## config.mk

```make
export PLATFORM = sky130hd
export DESIGN_NAME = tensor_tile_address_remap_core
export DESIGN_NICKNAME = d
export VERILOG_FILES = /design/src/rtl/ttar_pkg.sv /design/src/rtl/ttar_div.sv /design/src/rtl/ttar_front.sv /design/src/rtl/ttar_queue.sv /design/src/rtl/ttar_back.sv /design/src/rtl/tensor_tile_address_remap_core.sv
export SDC_FILE = /design/constraint.sdc
export NUM_CORES = 2
export LEC_CHECK = 0
export ABC_AREA = 1
export BUFFER_PORTS_ARGS = -buffer_cell sky130_fd_sc_hd__buf_2
export CORE_AREA = 2 2 493 495
export DETAILED_ROUTE_END_ITERATION = 7
export DIE_AREA = 0 0 495 497
export GPL_TIMING_DRIVEN = 0
export HOLD_SLACK_MARGIN = 0.1
export PLACE_DENSITY_LB_ADDON = 0.25
export SETUP_SLACK_MARGIN = 0.3
export SYNTH_ARGS = -nofsm -noshare
export SYNTH_HDL_FRONTEND = slang
export SYNTH_SLANG_ARGS = --single-unit
```

## constraint.sdc

```tcl
create_clock -name i_clk -period 15.7 [get_ports i_clk]
set_input_delay 3.14 -clock i_clk [delete_from_list [all_inputs] [get_ports i_clk]]
set_output_delay 3.14 -clock i_clk [all_outputs]
set_load 0.1 [all_outputs]
```

## src/rtl/ttar_pkg.sv

```systemverilog
// Shared types, constants and helpers for the tensor tile address remap block.
package ttar_pkg;

    localparam int DIM_BITS      = 16;
    localparam int INDEX_BITS    = 32;
    localparam int OUT_IDX_BITS  = 32;
    localparam int VAL_BITS      = 16;
    localparam int PB_BITS       = 32;
    localparam int RB_BITS       = 17;
    localparam int COL_BITS      = DIM_BITS + 1;
    localparam int ROW_BITS      = PB_BITS;
    localparam int CFG_IDX_BITS  = 3;
    localparam int CFG_DATA_BITS = 32;
    localparam int QUEUE_DEPTH   = 4;
    localparam int QPTR_BITS     = $clog2(QUEUE_DEPTH);
    localparam int QCNT_BITS     = QPTR_BITS + 1;
    localparam int DIV_CNT_BITS  = $clog2(PB_BITS);

    typedef enum logic [CFG_IDX_BITS-1:0] {
        CFG_DIM_N       = 3'd0,
        CFG_DIM_C       = 3'd1,
        CFG_DIM_H       = 3'd2,
        CFG_DIM_W       = 3'd3,
        CFG_PLANE_BYTES = 3'd4,
        CFG_ROW_BYTES   = 3'd5,
        CFG_DIRECTION   = 3'd6
    } t_cfg_reg;

    typedef enum logic {
        DIR_TILE   = 1'b0,
        DIR_UNTILE = 1'b1
    } t_dir;

    typedef enum logic [1:0] {
        DIV_LOAD,
        DIV_RUN,
        DIV_DONE
    } t_div_state;

    // One request handed from the front to the address pipeline.
    typedef struct packed {
        logic [VAL_BITS-1:0] value;
        logic                last;
        logic [DIM_BITS-1:0] batch;
        logic [DIM_BITS-1:0] chan;
        logic [ROW_BITS-1:0] row;
        logic [COL_BITS-1:0] col;
        logic [DIM_BITS-1:0] nc;
        logic [ROW_BITS-1:0] x;   // rows per plane (tiled) or H (dense)
        logic [COL_BITS-1:0] y;   // slots per row (tiled) or W (dense)
    } t_item;

    typedef struct packed {
        logic start;    // every counter at zero: a new tensor begins
        logic emit;     // current request produces a result
        logic last;     // current request is the final element
        logic untile;
    } t_front_status;

    function automatic logic [DIM_BITS-1:0] at_least_one(input logic [DIM_BITS-1:0] v);
        return (v == '0) ? DIM_BITS'(1) : v;
    endfunction

endpackage

```

## src/rtl/ttar_div.sv

```systemverilog
// Restoring divider, one quotient bit per cycle: rows per plane = plane_bytes / row_bytes.
module ttar_div (
    input  logic                           i_clk,
    input  logic                           i_rst_n,
    input  logic                           i_restart,
    input  logic [ttar_pkg::PB_BITS-1:0]   i_plane_bytes,
    input  logic [ttar_pkg::RB_BITS-1:0]   i_row_bytes,
    output logic [ttar_pkg::PB_BITS-1:0]   o_quot,
    output logic                           o_done
);
    import ttar_pkg::*;

    t_div_state              r_state, n_state;
    logic [DIV_CNT_BITS-1:0] r_cnt, n_cnt;
    logic [RB_BITS:0]        r_rem, n_rem;
    logic [PB_BITS-1:0]      r_quot, n_quot;
    logic [RB_BITS-1:0]      r_divisor, n_divisor;

    logic [RB_BITS:0]        rem_shift;
    logic [RB_BITS:0]        rem_diff;
    logic                    fits;

    assign rem_shift = {r_rem[RB_BITS-1:0], r_quot[PB_BITS-1]};
    assign fits      = rem_shift >= {1'b0, r_divisor};
    assign rem_diff  = rem_shift - {1'b0, r_divisor};

    always_comb begin
        n_state   = r_state;
        n_cnt     = r_cnt;
        n_rem     = r_rem;
        n_quot    = r_quot;
        n_divisor = r_divisor;
        case (r_state)
            DIV_LOAD: begin
                n_rem     = '0;
                n_quot    = i_plane_bytes;
                n_divisor = (i_row_bytes < RB_BITS'(2)) ? RB_BITS'(2) : i_row_bytes;
                n_cnt     = '0;
                n_state   = DIV_RUN;
            end
            DIV_RUN: begin
                n_rem  = fits ? rem_diff : rem_shift;
                n_quot = {r_quot[PB_BITS-2:0], fits};
                n_cnt  = r_cnt + 1'b1;
                if (r_cnt == DIV_CNT_BITS'(PB_BITS - 1)) begin
                    n_state = DIV_DONE;
                end
            end
            DIV_DONE: begin
                n_state = DIV_DONE;
            end
            default: begin
                n_state = DIV_LOAD;
            end
        endcase
        if (i_restart) begin
            n_state = DIV_LOAD;
        end
    end

    always_ff @(posedge i_clk) begin
        if (!i_rst_n) begin
            r_state <= DIV_LOAD;
            r_cnt   <= '0;
        end else begin
            r_state <= n_state;
            r_cnt   <= n_cnt;
        end
    end

    always_ff @(posedge i_clk) begin
        r_rem     <= n_rem;
        r_quot    <= n_quot;
        r_divisor <= n_divisor;
    end

    assign o_quot = r_quot;
    assign o_done = (r_state == DIV_DONE);

endmodule

```

## src/rtl/ttar_front.sv

```systemverilog
// Front end: config registers, N/C/H/W counters, request classification.
module ttar_front (
    input  logic                                 i_clk,
    input  logic                                 i_rst_n,
    input  logic                                 i_cfg_we,
    input  logic [ttar_pkg::CFG_IDX_BITS-1:0]    i_cfg_index,
    input  logic [ttar_pkg::CFG_DATA_BITS-1:0]   i_cfg_wdata,
    input  logic                                 i_in_valid,
    output logic                                 o_in_ready,
    input  logic [ttar_pkg::VAL_BITS-1:0]        i_sample_value,
    output logic                                 o_div_restart,
    output logic [ttar_pkg::PB_BITS-1:0]         o_plane_bytes,
    output logic [ttar_pkg::RB_BITS-1:0]         o_row_bytes,
    input  logic [ttar_pkg::PB_BITS-1:0]         i_quot,
    input  logic                                 i_quot_done,
    input  logic                                 i_queue_full,
    output logic                                 o_push,
    output ttar_pkg::t_item                      o_item,
    output ttar_pkg::t_front_status              o_status
);
    import ttar_pkg::*;

    logic [DIM_BITS-1:0] r_dim_n, r_dim_c, r_dim_h, r_dim_w;
    logic [PB_BITS-1:0]  r_plane_bytes;
    logic [RB_BITS-1:0]  r_row_bytes;
    t_dir                r_dir;

    logic [COL_BITS-1:0] r_col, n_col;
    logic [ROW_BITS-1:0] r_row, n_row;
    logic [DIM_BITS-1:0] r_chan, n_chan;
    logic [DIM_BITS-1:0] r_batch, n_batch;
    logic [COL_BITS-1:0] r_spr;
    logic [ROW_BITS-1:0] r_rpp;
    // dims as they stood at the last row-base update
    logic [DIM_BITS-1:0] r_snap_nc, r_snap_nh, r_snap_nw;

    logic [DIM_BITS-1:0] nn, nc, nh, nw;
    logic                start, untile, in_region, emit, final_pos, accept;
    logic [RB_BITS-1:0]  rb_eff;
    logic [COL_BITS-1:0] spr_new, spr_eff, lim_col;
    logic [ROW_BITS-1:0] rpp_eff, lim_row;
    logic [COL_BITS:0]   col_inc;
    logic [ROW_BITS:0]   row_inc;
    logic [DIM_BITS:0]   chan_inc, batch_inc;
    logic                col_wrap, row_wrap, chan_wrap, batch_wrap;

    assign nn = at_least_one(r_dim_n);
    assign nc = at_least_one(r_dim_c);
    assign nh = at_least_one(r_dim_h);
    assign nw = at_least_one(r_dim_w);

    assign start  = (r_col == '0) && (r_row == '0) && (r_chan == '0) && (r_batch == '0);
    assign untile = (r_dir == DIR_UNTILE);

    assign rb_eff  = (r_row_bytes < RB_BITS'(2)) ? RB_BITS'(2) : r_row_bytes;
    assign spr_new = COL_BITS'(rb_eff >> 1);
    assign spr_eff = start ? spr_new : r_spr;
    assign rpp_eff = start ? i_quot : r_rpp;

    assign col_inc   = {1'b0, r_col} + 1'b1;
    assign row_inc   = {1'b0, r_row} + 1'b1;
    assign chan_inc  = {1'b0, r_chan} + 1'b1;
    assign batch_inc = {1'b0, r_batch} + 1'b1;

    assign final_pos = (col_inc >= (COL_BITS+1)'(nw)) && (row_inc >= (ROW_BITS+1)'(nh)) &&
                       (chan_inc >= (DIM_BITS+1)'(nc)) && (batch_inc >= (DIM_BITS+1)'(nn));
    assign in_region = (r_col < COL_BITS'(nw)) && (r_row < ROW_BITS'(nh));
    assign emit      = !untile || in_region;

    assign lim_col = untile ? spr_eff : COL_BITS'(nw);
    assign lim_row = untile ? ((rpp_eff == '0) ? ROW_BITS'(1) : rpp_eff) : ROW_BITS'(nh);

    assign col_wrap   = col_inc >= {1'b0, lim_col};
    assign row_wrap   = row_inc >= {1'b0, lim_row};
    assign chan_wrap  = chan_inc >= {1'b0, nc};
    assign batch_wrap = batch_inc >= {1'b0, nn};

    // a new tensor needs the rows-per-plane quotient settled
    assign o_in_ready = !i_queue_full && !(start && !i_quot_done);
    assign accept     = i_in_valid && o_in_ready;

    always_comb begin
        n_col   = col_wrap ? '0 : col_inc[COL_BITS-1:0];
        n_row   = r_row;
        n_chan  = r_chan;
        n_batch = r_batch;
        if (col_wrap) begin
            n_row = row_wrap ? '0 : row_inc[ROW_BITS-1:0];
            if (row_wrap) begin
                n_chan = chan_wrap ? '0 : chan_inc[DIM_BITS-1:0];
                if (chan_wrap) begin
                    n_batch = batch_wrap ? '0 : batch_inc[DIM_BITS-1:0];
                end
            end
        end
    end

    always_ff @(posedge i_clk) begin
        if (!i_rst_n) begin
            r_dim_n       <= DIM_BITS'(1);
            r_dim_c       <= DIM_BITS'(1);
            r_dim_h       <= DIM_BITS'(1);
            r_dim_w       <= DIM_BITS'(1);
            r_plane_bytes <= PB_BITS'(2);
            r_row_bytes   <= RB_BITS'(2);
            r_dir         <= DIR_TILE;
            r_col         <= '0;
            r_row         <= '0;
            r_chan        <= '0;
            r_batch       <= '0;
            r_spr         <= COL_BITS'(1);
            r_rpp         <= ROW_BITS'(1);
            r_snap_nc     <= DIM_BITS'(1);
            r_snap_nh     <= DIM_BITS'(1);
            r_snap_nw     <= DIM_BITS'(1);
        end else begin
            if (i_cfg_we) begin
                case (t_cfg_reg'(i_cfg_index))
                    CFG_DIM_N:       r_dim_n       <= i_cfg_wdata[DIM_BITS-1:0];
                    CFG_DIM_C:       r_dim_c       <= i_cfg_wdata[DIM_BITS-1:0];
                    CFG_DIM_H:       r_dim_h       <= i_cfg_wdata[DIM_BITS-1:0];
                    CFG_DIM_W:       r_dim_w       <= i_cfg_wdata[DIM_BITS-1:0];
                    CFG_PLANE_BYTES: r_plane_bytes <= i_cfg_wdata[PB_BITS-1:0];
                    CFG_ROW_BYTES:   r_row_bytes   <= i_cfg_wdata[RB_BITS-1:0];
                    CFG_DIRECTION:   r_dir         <= t_dir'(i_cfg_wdata[0]);
                    default: begin
                    end
                endcase
            end
            if (accept) begin
                r_col   <= n_col;
                r_row   <= n_row;
                r_chan  <= n_chan;
                r_batch <= n_batch;
                if (start) begin
                    r_spr <= spr_new;
                    r_rpp <= i_quot;
                end
                if (col_wrap) begin
                    r_snap_nc <= nc;
                    r_snap_nh <= nh;
                    r_snap_nw <= nw;
                end
            end
        end
    end

    assign o_div_restart = i_cfg_we &&
                           ((t_cfg_reg'(i_cfg_index) == CFG_PLANE_BYTES) ||
                            (t_cfg_reg'(i_cfg_index) == CFG_ROW_BYTES));
    assign o_plane_bytes = r_plane_bytes;
    assign o_row_bytes   = r_row_bytes;

    assign o_push       = accept && emit;
    assign o_item.value = i_sample_value;
    assign o_item.last  = final_pos;
    assign o_item.batch = r_batch;
    assign o_item.chan  = r_chan;
    assign o_item.row   = r_row;
    assign o_item.col   = r_col;
    assign o_item.nc    = r_snap_nc;
    assign o_item.x     = untile ? ROW_BITS'(r_snap_nh) : rpp_eff;
    assign o_item.y     = untile ? COL_BITS'(r_snap_nw) : spr_eff;

    assign o_status.start  = start;
    assign o_status.emit   = emit;
    assign o_status.last   = final_pos;
    assign o_status.untile = untile;

endmodule

```

## src/rtl/ttar_queue.sv

```systemverilog
// Short request queue between the counter front end and the address pipeline.
module ttar_queue (
    input  logic            i_clk,
    input  logic            i_rst_n,
    input  logic            i_push,
    input  ttar_pkg::t_item i_item,
    output logic            o_full,
    output logic            o_valid,
    output ttar_pkg::t_item o_item,
    input  logic            i_pop
);
    import ttar_pkg::*;

    t_item                r_mem [QUEUE_DEPTH];
    logic [QPTR_BITS-1:0] r_wr_ptr, r_rd_ptr;
    logic [QCNT_BITS-1:0] r_count;
    logic                 do_pop;

    assign o_full  = (r_count == QCNT_BITS'(QUEUE_DEPTH));
    assign o_valid = (r_count != '0);
    assign o_item  = r_mem[r_rd_ptr];
    assign do_pop  = i_pop && o_valid;

    always_ff @(posedge i_clk) begin
        if (!i_rst_n) begin
            r_wr_ptr <= '0;
            r_rd_ptr <= '0;
            r_count  <= '0;
        end else begin
            if (i_push) begin
                r_wr_ptr <= r_wr_ptr + 1'b1;
            end
            if (do_pop) begin
                r_rd_ptr <= r_rd_ptr + 1'b1;
            end
            if (i_push && !do_pop) begin
                r_count <= r_count + 1'b1;
            end else if (!i_push && do_pop) begin
                r_count <= r_count - 1'b1;
            end
        end
    end

    always_ff @(posedge i_clk) begin
        if (i_push) begin
            r_mem[r_wr_ptr] <= i_item;
        end
    end

endmodule

```

## src/rtl/ttar_back.sv

```systemverilog
// Address pipeline: plane, row and element index, at most one multiply per stage.
module ttar_back (
    input  logic                                i_clk,
    input  logic                                i_rst_n,
    input  logic                                i_valid,
    output logic                                o_ready,
    input  ttar_pkg::t_item                     i_item,
    output logic                                o_out_valid,
    input  logic                                i_out_ready,
    output logic [ttar_pkg::VAL_BITS-1:0]       o_value,
    output logic [ttar_pkg::INDEX_BITS-1:0]     o_index,
    output logic                                o_last
);
    import ttar_pkg::*;

    logic r_v1, r_v2, r_v3, r_v4;
    logic en1, en2, en3, en4;

    // stage 1: plane number
    logic [INDEX_BITS-1:0] r1_plane;
    logic [ROW_BITS-1:0]   r1_row, r1_x;
    logic [COL_BITS-1:0]   r1_col, r1_y;
    logic [VAL_BITS-1:0]   r1_value;
    logic                  r1_last;
    // stage 2: row number within the whole tensor
    logic [INDEX_BITS-1:0] r2_a;
    logic [COL_BITS-1:0]   r2_col, r2_y;
    logic [VAL_BITS-1:0]   r2_value;
    logic                  r2_last;
    // stage 3: row base
    logic [INDEX_BITS-1:0] r3_base;
    logic [COL_BITS-1:0]   r3_col;
    logic [VAL_BITS-1:0]   r3_value;
    logic                  r3_last;
    // stage 4: output register
    logic [INDEX_BITS-1:0] r4_idx;
    logic [VAL_BITS-1:0]   r4_value;
    logic                  r4_last;

    logic [2*DIM_BITS-1:0] mul1;
    logic [INDEX_BITS-1:0] mul2, mul3;

    assign en4 = !r_v4 || i_out_ready;
    assign en3 = !r_v3 || en4;
    assign en2 = !r_v2 || en3;
    assign en1 = !r_v1 || en2;
    assign o_ready = en1;

    assign mul1 = i_item.batch * i_item.nc;
    assign mul2 = r1_plane * INDEX_BITS'(r1_x);
    assign mul3 = r2_a * INDEX_BITS'(r2_y);

    always_ff @(posedge i_clk) begin
        if (!i_rst_n) begin
            r_v1 <= 1'b0;
            r_v2 <= 1'b0;
            r_v3 <= 1'b0;
            r_v4 <= 1'b0;
        end else begin
            if (en1) r_v1 <= i_valid;
            if (en2) r_v2 <= r_v1;
            if (en3) r_v3 <= r_v2;
            if (en4) r_v4 <= r_v3;
        end
    end

    always_ff @(posedge i_clk) begin
        if (en1) begin
            r1_plane <= INDEX_BITS'(mul1) + INDEX_BITS'(i_item.chan);
            r1_row   <= i_item.row;
            r1_x     <= i_item.x;
            r1_col   <= i_item.col;
            r1_y     <= i_item.y;
            r1_value <= i_item.value;
            r1_last  <= i_item.last;
        end
        if (en2) begin
            r2_a     <= mul2 + INDEX_BITS'(r1_row);
            r2_col   <= r1_col;
            r2_y     <= r1_y;
            r2_value <= r1_value;
            r2_last  <= r1_last;
        end
        if (en3) begin
            r3_base  <= mul3;
            r3_col   <= r2_col;
            r3_value <= r2_value;
            r3_last  <= r2_last;
        end
        if (en4) begin
            r4_idx   <= r3_base + INDEX_BITS'(r3_col);
            r4_value <= r3_value;
            r4_last  <= r3_last;
        end
    end

    assign o_out_valid = r_v4;
    assign o_value     = r4_value;
    assign o_index     = r4_idx;
    assign o_last      = r4_last;

endmodule

```

## src/rtl/tensor_tile_address_remap_core.sv

```systemverilog
// Top level: dense NCHW <-> padded tiled layout address remapper.
//
//  channel | handshake                    | payload
//  --------+------------------------------+--------------------------------------------
//  in      | i_in_valid / o_in_ready      | i_sample_value
//  out     | o_out_valid / i_out_ready    | o_out_value, o_dest_index, o_last_flag
//  cfg     | i_cfg_we (no wait)           | i_cfg_index, i_cfg_wdata
//
// One request per cycle sustained while the queue has room and the quotient is settled; a result
// passes through the queue, three multiply stages and the output register.
// Rows per plane come from a bit-serial divider that reruns after reset and after each
// write of plane_bytes or row_bytes; the first request of a tensor waits for it.
// Reset is synchronous, active low. A 4-deep queue lets the counters keep taking requests
// while the output stalls; untile padding slots are taken without using a queue entry.
module tensor_tile_address_remap_core (
    input  logic                                 i_clk,
    input  logic                                 i_rst_n,
    input  logic                                 i_cfg_we,
    input  logic [ttar_pkg::CFG_IDX_BITS-1:0]    i_cfg_index,
    input  logic [ttar_pkg::CFG_DATA_BITS-1:0]   i_cfg_wdata,
    input  logic                                 i_in_valid,
    output logic                                 o_in_ready,
    input  logic [ttar_pkg::VAL_BITS-1:0]        i_sample_value,
    output logic                                 o_out_valid,
    input  logic                                 i_out_ready,
    output logic [ttar_pkg::VAL_BITS-1:0]        o_out_value,
    output logic [ttar_pkg::OUT_IDX_BITS-1:0]    o_dest_index,
    output logic                                 o_last_flag
);
    import ttar_pkg::*;

    logic                  div_restart, quot_done;
    logic [PB_BITS-1:0]    plane_bytes, quot;
    logic [RB_BITS-1:0]    row_bytes;
    logic                  queue_full, push, q_valid, q_pop;
    t_item                 front_item, q_item;
    t_front_status         status;
    logic [INDEX_BITS-1:0] back_index;
    logic                  in_accept;

    ttar_div u_div (
        .i_clk         (i_clk),
        .i_rst_n       (i_rst_n),
        .i_restart     (div_restart),
        .i_plane_bytes (plane_bytes),
        .i_row_bytes   (row_bytes),
        .o_quot        (quot),
        .o_done        (quot_done)
    );

    ttar_front u_front (
        .i_clk          (i_clk),
        .i_rst_n        (i_rst_n),
        .i_cfg_we       (i_cfg_we),
        .i_cfg_index    (i_cfg_index),
        .i_cfg_wdata    (i_cfg_wdata),
        .i_in_valid     (i_in_valid),
        .o_in_ready     (o_in_ready),
        .i_sample_value (i_sample_value),
        .o_div_restart  (div_restart),
        .o_plane_bytes  (plane_bytes),
        .o_row_bytes    (row_bytes),
        .i_quot         (quot),
        .i_quot_done    (quot_done),
        .i_queue_full   (queue_full),
        .o_push         (push),
        .o_item         (front_item),
        .o_status       (status)
    );

    ttar_queue u_queue (
        .i_clk   (i_clk),
        .i_rst_n (i_rst_n),
        .i_push  (push),
        .i_item  (front_item),
        .o_full  (queue_full),
        .o_valid (q_valid),
        .o_item  (q_item),
        .i_pop   (q_pop)
    );

    ttar_back u_back (
        .i_clk       (i_clk),
        .i_rst_n     (i_rst_n),
        .i_valid     (q_valid),
        .o_ready     (q_pop),
        .i_item      (q_item),
        .o_out_valid (o_out_valid),
        .i_out_ready (i_out_ready),
        .o_value     (o_out_value),
        .o_index     (back_index),
        .o_last      (o_last_flag)
    );

    assign o_dest_index = OUT_IDX_BITS'(back_index);
    assign in_accept    = i_in_valid && o_in_ready;

    // a geometry write must invalidate the quotient right away
    a_div_restart: assert property (@(posedge i_clk) disable iff (!i_rst_n)
        div_restart |=> !quot_done)
        else $error("quotient still marked done after geometry write");

    // tile mode produces a result for every request
    a_tile_emits: assert property (@(posedge i_clk) disable iff (!i_rst_n)
        (in_accept && !status.untile) |-> push)
        else $error("tile-mode request dropped");

    // in tile mode the final element wraps every counter
    a_last_wraps: assert property (@(posedge i_clk) disable iff (!i_rst_n)
        (in_accept && !status.untile && status.last) |=> status.start)
        else $error("counters did not wrap after final element");

endmodule
```

==> key figures <==
Status
  • Status: finished, final reports clean

Yosys
  • Ys Warns: 0
  • Synth top area share: 33.2%
  • Synth cell count leaders: nand2_1, inv_1, edfxtp_1, fa_1, nor2_1
  • EDFF count, synth: 1063
  • Syn nets: 11783
  • Post-synthesis cell type count: 63
  • Mean Syn Cell Area: 9.36 um2
  • Top FF cell, synth: edfxtp_1
  • Ranking of synthesized cells by area: edfxtp_1, fa_1, nand2_1
  • Synthesized flop and latch total: 1375
  • Sequential fraction of the synthesis area: 39.7%
  • Syn Inst Count: 10263
  • Most instantiated library cell after synthesis: nand2_1
  • Async SR Flop Fraction: 0%
  • Leading area contributor after synthesis: edfxtp_1
  • Mapped Area: 0.0960 mm2

CTS
  • Clock latency on the worst-skew pair: 0.82 ns
  • Clock Tree Root: clkbuf_16
  • CTS H-tree depth: 4
  • Clock transition at path regs: 0.06 ns
  • CTS max path bufs: 3
  • CTS sink count: 1375
  • CTS tree: yes
  • Setup Buffers After CTS: 0
  • Post-CTS sizing: 0
  • Hold_buf cts: 0
  • Num CTS Buffers: 147

Die
  • Initial core utilization: 40.0%
  • Core Box Area: 0.240 mm2
  • DIE AREA: 0.246 mm2
  • Chip width: 495 um
  • Top-level I/O count: 107
  • FP Rows: 180
  • Die height: 497 um

Timing
  • Relative slew slack: 3.24%
  • Fin. Hold Viols: 0
  • Crit share post-route: 60.9%
  • Setup Skew: 0.0647 ns
  • Unrepaired setup endpoints after global routing: no
  • Final Max Slew Viols: 0
  • Setup ws final: 6.14 ns
  • Least-Margin Pin Slew: 1.45 ns
  • Maximum clock frequency: 105 MHz
  • Setup Viol. Count Final: 0
  • Tmin final: 9.56 ns

Worst setup path
  • Crit path arrival time: 10.11 ns
  • Critical Path Fanout Max: 10
  • Crit path top cell by count: fa_1
  • Slowest Stage Delay on Critical Path: 1.17 ns
  • Critical path's slowest cell: a32oi_1
  • WP data required: 16.25 ns
  • Critical Path Sink Type: flip-flop
  • Crit path buf inv count: 7
  • Kind of cell adding the most delay to the critical path: adder cells
  • Critical path class: flip-flop to flip-flop
  • Crit start category: flip-flop

Placement
  • Routability cong.: 0.937
  • Dpl hpwl: 226 mm
  • Post-Place Cells: 13583
  • Port Buf Inserts: 105
  • Post-Place Setup Slack: 6.14 ns

Global routing
  • Met2 usage: 37.8%
  • GRT busiest layer: met2
  • Initial antenna violation count: 3
  • Grt met1 use: 32.1%
  • Vias in the first global route: 71070
  • M3 GR Usage: 3.17%
  • Total grt overflow: 0
  • Pin count of the biggest net entering global routing: 92
  • GRT Util Overall: 23.2%
  • First-pass GRT wire length: 435 mm

Final layout
  • Non-Filler Instances: 13857
  • Area delta synth->final: 10.5%
  • Share of cells above drive strength 1: 4.09%
  • Final Net Count: 12067

Routing
  • Pre-Repair DR Iteration Count: 6
  • 1st-iter DRT viols: 6296
  • Final antenna-violating net count: 0
  • Via count: 71325
  • DRC: 0
  • Wire per inst: 20.8 um
  • Drt total wl: 289 mm
  • DR vias/cell: 5.15

Run
  • Number of max-cap violations: 0

Hold path
  • Worst Hold Class: flip-flop to flip-flop
## worst reg2reg max path, stage by stage, from the launching register on
cell and delay, ns:
dfxtp_1 0.41, clkbuf_1 0.70, clkbuf_1 0.51, nand2_1 0.13, a32oi_1 1.17, clkinv_1 0.78, nor2_1 0.29, fa_1 0.45
inv_1 0.08, fa_1 0.43, fa_1 0.56, inv_1 0.07, fa_1 0.49, fa_1 0.49, inv_1 0.05, fa_1 0.47
inv_1 0.04, ha_1 0.35, nand2_1 0.13, nor4_1 0.38, o21ai_0 0.17, nand3_1 0.20, a21oi_1 0.14, o21bai_1 0.23
nand2_1 0.08, nand2_1 0.09, xor2_1 0.42
## logic make-up (layout without fill, tap and decap cells)
group / Yosys count / in the layout / synth area share (%)
AND/OR/NAND/NOR: 3363 / 3363 / 14.0
buffers and inverters: 2554 / 2958 / 10.1
adder cells (fa/ha/maj): 1464 / 1464 / 26.7
flip-flops: 1375 / 1375 / 39.7
AO/OA/AOI/OAI: 1255 / 1255 / 7.20
XOR/XNOR: 252 / 252 / 2.30
other: 0 / 5 / 0
## routing by layer
metal | share of wire [%] | wire length (um)
met4 | 3.4 | 9930
met5 | 0 | 0
met3 | 6.6 | 18900
met2 | 47 | 136000
met1 | 43 | 124000
## registers in the layout, indices dropped and copies added (netlist names), 32 cells and up, named ones only
| signal | count |
|---|---|
| u_queue.r_mem | 652 |
| u_back.o_index | 32 |
| u_back.r1_plane | 32 |
| u_back.r1_row | 32 |
| u_back.r1_x | 32 |
| u_back.r2_a | 32 |
| u_back.r3_base | 32 |
| u_div.o_quot | 32 |
| u_front.o_plane_bytes | 32 |
| u_front.r_row | 32 |
| u_front.r_rpp | 32 |
## area by class of cell
type,count,area (um2)
flip-flops and latches,1375,38200
inverters,2095,7870
diodes,5,12.5
fillers,23076,134000
clock buffers,198,4050
well taps,3185,3990
repair buffers,135,1160
clock inverters,71,817
multi-input cells,6334,48200
plain buffers,459,1800
## cell usage in the layout, fill, tap and decap left out, types with 8 or more instances in the layout
cell | Yosys | routed
nand2_1 | 2160 | 2160
inv_1 | 2079 | 2074
edfxtp_1 | 1063 | 1063
fa_1 | 970 | 970
nor2_1 | 788 | 784
o21ai_0 | 563 | 563
ha_1 | 494 | 494
clkbuf_1 | 395 | 429
a21oi_1 | 403 | 403
dfxtp_1 | 312 | 312
xor2_1 | 169 | 169
nand3_1 | 163 | 163
clkbuf_16 | 0 | 149
o22ai_1 | 148 | 148
buf_2 | 25 | 130
nand4_1 | 112 | 112
xnor2_1 | 83 | 83
nor3_1 | 55 | 55
nor4_1 | 39 | 39
a32oi_1 | 32 | 32
buf_1 | 29 | 29
clkinv_1 | 7 | 27
buf_12 | 0 | 25
clkinv_2 | 0 | 19
a21o_1 | 14 | 14
nand3b_1 | 14 | 14
clkbuf_8 | 0 | 14
a32o_1 | 13 | 13
a211oi_1 | 11 | 11
inv_2 | 9 | 11
o211ai_1 | 10 | 10
buf_4 | 8 | 8
o21bai_1 | 8 | 8
a31oi_1 | 8 | 8
bufinv_16 | 0 | 8
## metrics by stage
step / util, % / hold WS [ns] / setup TNS, ns / cell area [um2]
3_3_place_gp: 41.9 / 0.401 / -1090.48 / 101000
6_report: 44.2 / 0.412 / 0 / 106000
5_1_grt: 44.2 / 0.425 / 0 / 106000
3_5_place_dp: 42.2 / 0.405 / 0 / 101000
2_1_floorplan: - / 0.400 / 0 / 96000
4_1_cts: 44.2 / 0.417 / 0 / 106000
## final timing paths
check / startpoint / end / slack (ns) / cells after the start
setup reg to reg: flip-flop / u_back.r1_plane[28] / 6.14 / 26
setup / recovery: flip-flop / u_back.r1_plane[28] / 6.14 / 26
hold reg to reg: u_back.r2_col[14] / u_back.r3_col[14] / 0.41 / 0
hold / removal: u_back.r2_col[14] / u_back.r3_col[14] / 0.41 / 0
Power is left out: the tool's default activity adds up to more than one toggle a clock period on the data nets, which glitch-free logic cannot reach.
